### src/rtl/core/puct_ram.sv
// Generic single-write, single-read RAM with registered read data.
module puct_ram #(
   parameter int WIDTH = 32,
   parameter int DEPTH = 64
) (
   input  logic                     clock,
   input  logic                     we,
   input  logic [$clog2(DEPTH)-1:0] waddr,
   input  logic [WIDTH-1:0]         wdata,
   input  logic [$clog2(DEPTH)-1:0] raddr,
   output logic [WIDTH-1:0]         rdata
);
   logic [WIDTH-1:0] mem_ff [DEPTH];

   always_ff @(posedge clock) begin
      if (we) begin
         mem_ff[waddr] <= wdata;
      end
      rdata <= mem_ff[raddr];
   end
endmodule

### config.mk
export PLATFORM = sky130hd
export DESIGN_NAME = puct_ram
export DESIGN_NICKNAME = d
export VERILOG_FILES = /design/src/rtl/core/puct_ram.sv
export SDC_FILE = /design/constraint.sdc
export NUM_CORES = 2
export LEC_CHECK = 0
export BUFFER_PORTS_ARGS = -buffer_cell sky130_fd_sc_hd__buf_2
export CORE_MARGIN = 5
export CORE_UTILIZATION = 25
export CTS_BUF_LIST = sky130_fd_sc_hd__clkbuf_16
export DETAILED_ROUTE_END_ITERATION = 10
export PLACE_DENSITY_LB_ADDON = 0.2
export SLEW_MARGIN = 15
export SYNTH_ARGS = -nofsm -noshare
export SYNTH_HDL_FRONTEND = slang
export SYNTH_SLANG_ARGS = --single-unit
### constraint.sdc
create_clock -name clock -period 4.85 [get_ports clock]
set_clock_uncertainty 0.15 [all_clocks]
set_input_delay 0.485 -clock clock [delete_from_list [all_inputs] [get_ports clock]]
set_output_delay 0.485 -clock clock [all_outputs]
set_load 0.01 [all_outputs]
==> impl_metrics.tcl <==
set metrics [dict create \
    io_buffers 77 \
    dp_slack_ns 0.720 \
    vdd_ir_drop_max_v 0.000385 \
    grt_max_degree 71 \
    n_fill_cell 30249 \
    grt_pass1_wl_um 333000 \
    cp_top_family "buffers and inverters" \
    grt_pass1_vias 39190 \
    fp.dieW_um 570 \
    startpoint "raddr[1]" \
    synth_nets 3370 \
    yosysTopAreaCellShare_pct 78.3 \
    yosysMostFrequentCell "edfxtp_1" \
    setup_viol 0 \
    hp-start "wdata[26]" \
    ctsHtreeMaxLevel 4 \
    path_cells "buf_8 > buf_4 > buf_12 > mux4_2 > mux4_2 > o22ai_1 > nor2_1" \
    detailed_place_hpwl_um 138000 \
    synth-edff-count 2048 \
    maxSlewViolCount 0 \
    totalWireLength_um 242000 \
    num_io_pins 78 \
    r2r_slack_ns 2.34 \
    crit_arrival_ns 3.62 \
    netlist_instances 3324 \
    combPwrFrac_pct 5.0 \
    vias 36940 \
    core_area_um2 312000 \
    die_y_um 570 \
    drive_above_1_share_pct 31.0 \
    cts.sinks 2080 \
    syn_avg_cell_area_um2 23.6 \
    ys_seq_area_share_pct 79.1 \
    status "complete, no violations" \
    clock_path_buffers 3 \
    cap_violations 0 \
    ys_top_cells_by_area "edfxtp_1 (78%), mux4_2 (16%), mux2i_1 (1.2%), dfxtp_1 (0.82%), o22ai_1 (0.67%)" \
    slew_headroom_pct 30.0 \
    row_count 205 \
    antenna_found_initial 19 \
    power.leakage_nw 28.6 \
    slowest_stage "buf_8" \
    crit_type "primary input to flip-flop" \
    hold_end "mem_ff[8][26]$_DFFE_PP_" \
    net-switching-power_mw 8.49 \
    yosys-top-cells-count "edfxtp_1 (2,048), mux4_2 (544), nor2_1 (137)" \
    sw_frac_of_total_pct 22.0 \
    grtUsageTotal_pct 14.7 \
    rr_startpoint "mem_ff[55][28]$_DFFE_PP_" \
    holdWs_ns 0.0595 \
    ys_warn_count 0 \
    cts_buffers 225 \
    firstDrtPassIters 5 \
    crit_path_end_kind "flip-flop" \
    hp-class "primary input to flip-flop" \
    pwr-share-seq_pct 51.8 \
    fin_nets 3697 \
    cp.required_ns 5.37 \
    ant_nets 0 \
    fin_ws_ns 1.75 \
    cp_slowest_stage_delay_ns 0.53 \
    internal_power_mw 30.1 \
    ys_async_sr_fraction_pct 0 \
    synthFlopType "edfxtp_1" \
    area_growth_syn_to_layout_pct 18.5 \
    root_buffer "clkbuf_16" \
    post-synth-top-area-cell "edfxtp_1" \
    clk_pin_slew_ns 0.06 \
    syn_area_um2 78500 \
    final.setup.tns_ns 0 \
    rsz0062_at_grt "false" \
    start_util_pct 25.1 \
    synth-seq-cells 2080 \
    die-area_um2 325000 \
    worst_path_most_repeated_cell "mux4_2" \
    drc 0 \
    powerDensity_nw_per_um2 415 \
    routedWlPerCell_um 30.2 \
    worstMarginPinSlew_ns 1.05 \
    clk_latency_ns 0.85 \
    synth.distinct_cells 34 \
    hold_violations 0 \
    crit_path_start_kind "primary input" \
    grt-ovfl-total 0 \
    r2r_end "rdata[28]$_DFF_P_" \
    finalCritPeriodShare_pct 63.9 \
    cts_tree "built" \
    r2r_cells 4 \
    clockPowerShare_pct 43.1 \
    holdPathStages 1 \
    drtIter0Drc 3445 \
    period_minus_slack_ns 3.10 \
    cp_max_fo 70 \
    fmax_ghz 0.323 \
    path_buf_inv 3 \
    gp_congestion 0.729 \
    viasPerCell 4.62 \
]
[cells by family (layout without fill, tap and decap cells)]
family | after synthesis | in the layout | share of synthesized area [%]
DFF | 2080 | 2080 | 79.1
buffers and inverters | 182 | 700 | 1.13
other | 0 | 7 | 0
and+or+nand+nor | 223 | 223 | 1.27
muxes | 637 | 637 | 16.8
AOI/OAI and AO/OA | 202 | 202 | 1.67
[layer usage]
layer	global-route usage, %	vias up	routed length (um)
met1	20.1	20619	105000
met5	0	-	34
met4	3.89	6	5890
li1	-	14969	-
met3	2.27	308	11700
met2	24.4	1038	118000
[cell usage in the layout, fill, tap and decap left out, types with 4 or more instances in the layout]
master,Yosys,final
nand2b_1,8,7
nand2_1,26,25
and3_1,4,4
a311oi_1,8,8
nor2b_1,15,15
o22ai_1,84,84
a22oi_1,12,12
buf_2,57,71
buf_4,25,159
dfxtp_1,32,32
mux2i_1,93,93
nor2_1,137,75
edfxtp_1,2048,2048
clkinv_2,0,35
a41o_1,4,4
o221ai_1,27,27
nor2_4,0,62
nor3_1,7,5
bufinv_16,0,20
clkinv_16,0,4
nand3_1,5,5
a21oi_1,62,62
clkbuf_16,0,226
nand3b_1,5,5
buf_12,0,45
diode_2,0,7
clkinvlp_4,0,4
clkinv_8,0,4
mux4_2,544,544
o32ai_1,4,4
clkinv_1,0,58
inv_1,0,62
[power by group through the flow]
stage               Sequential, mW  Combinational, mW  Clock (mW)
floorplan                     20.3              0.968           0
global placement              20.4               1.98           0
detailed placement            20.4               1.99           0
CTS                           20.0               2.00        17.1
global route                  20.0               2.07        17.8
finish                        20.0               1.93        16.6
[worst max-delay path by stage]
stage / to / cells after the start
2_1_floorplan: mem_ff[48][0]$_DFFE_PP_ / 4
3_3_place_gp: rdata[26]$_DFF_P_ / 7
3_5_place_dp: rdata[26]$_DFF_P_ / 7
4_1_cts: rdata[0]$_DFF_P_ / 6
5_1_grt: rdata[0]$_DFF_P_ / 6
6_report: rdata[12]$_DFF_P_ / 7
[area by class of cell]
type | instances | area (um^2) | share of cell area, %
Clock buffer | 226 | 5660 | 6.08
Timing Repair Buffer | 282 | 2540 | 2.73
Antenna cell | 7 | 17.5 | 0.0188
Tap cell | 4140 | 5180 | 5.57
Sequential cell | 2080 | 62100 | 66.8
Clock inverter | 192 | 1510 | 1.62
Multi-Input combinational cell | 1062 | 16000 | 17.2
[registers in the layout (all words and copies together), names as in the netlist]
name,count
rdata,32
mem_ff,2048
[per-stage QoR]
stage | std cells | util [%] | total power, mW | area, um^2
finish | 7989 | 29.8 | 38.6 | 93000
global route | 7983 | 29.8 | 39.9 | 93000
CTS | 7980 | 29.8 | 39.1 | 93000
detailed placement | 7560 | 27.5 | 22.4 | 85800
global placement | 7560 | 27.5 | 22.4 | 85800
floorplan | 3324 | - | 21.3 | 78500
[repair_timing]
action / CTS / global route
hold buffers: 2 / 1
resized for setup: 0 / 0
buffers inserted: 0 / 0
endpoints found under the hold margin: 41 / 20
(Power assumes the default switching activity.)
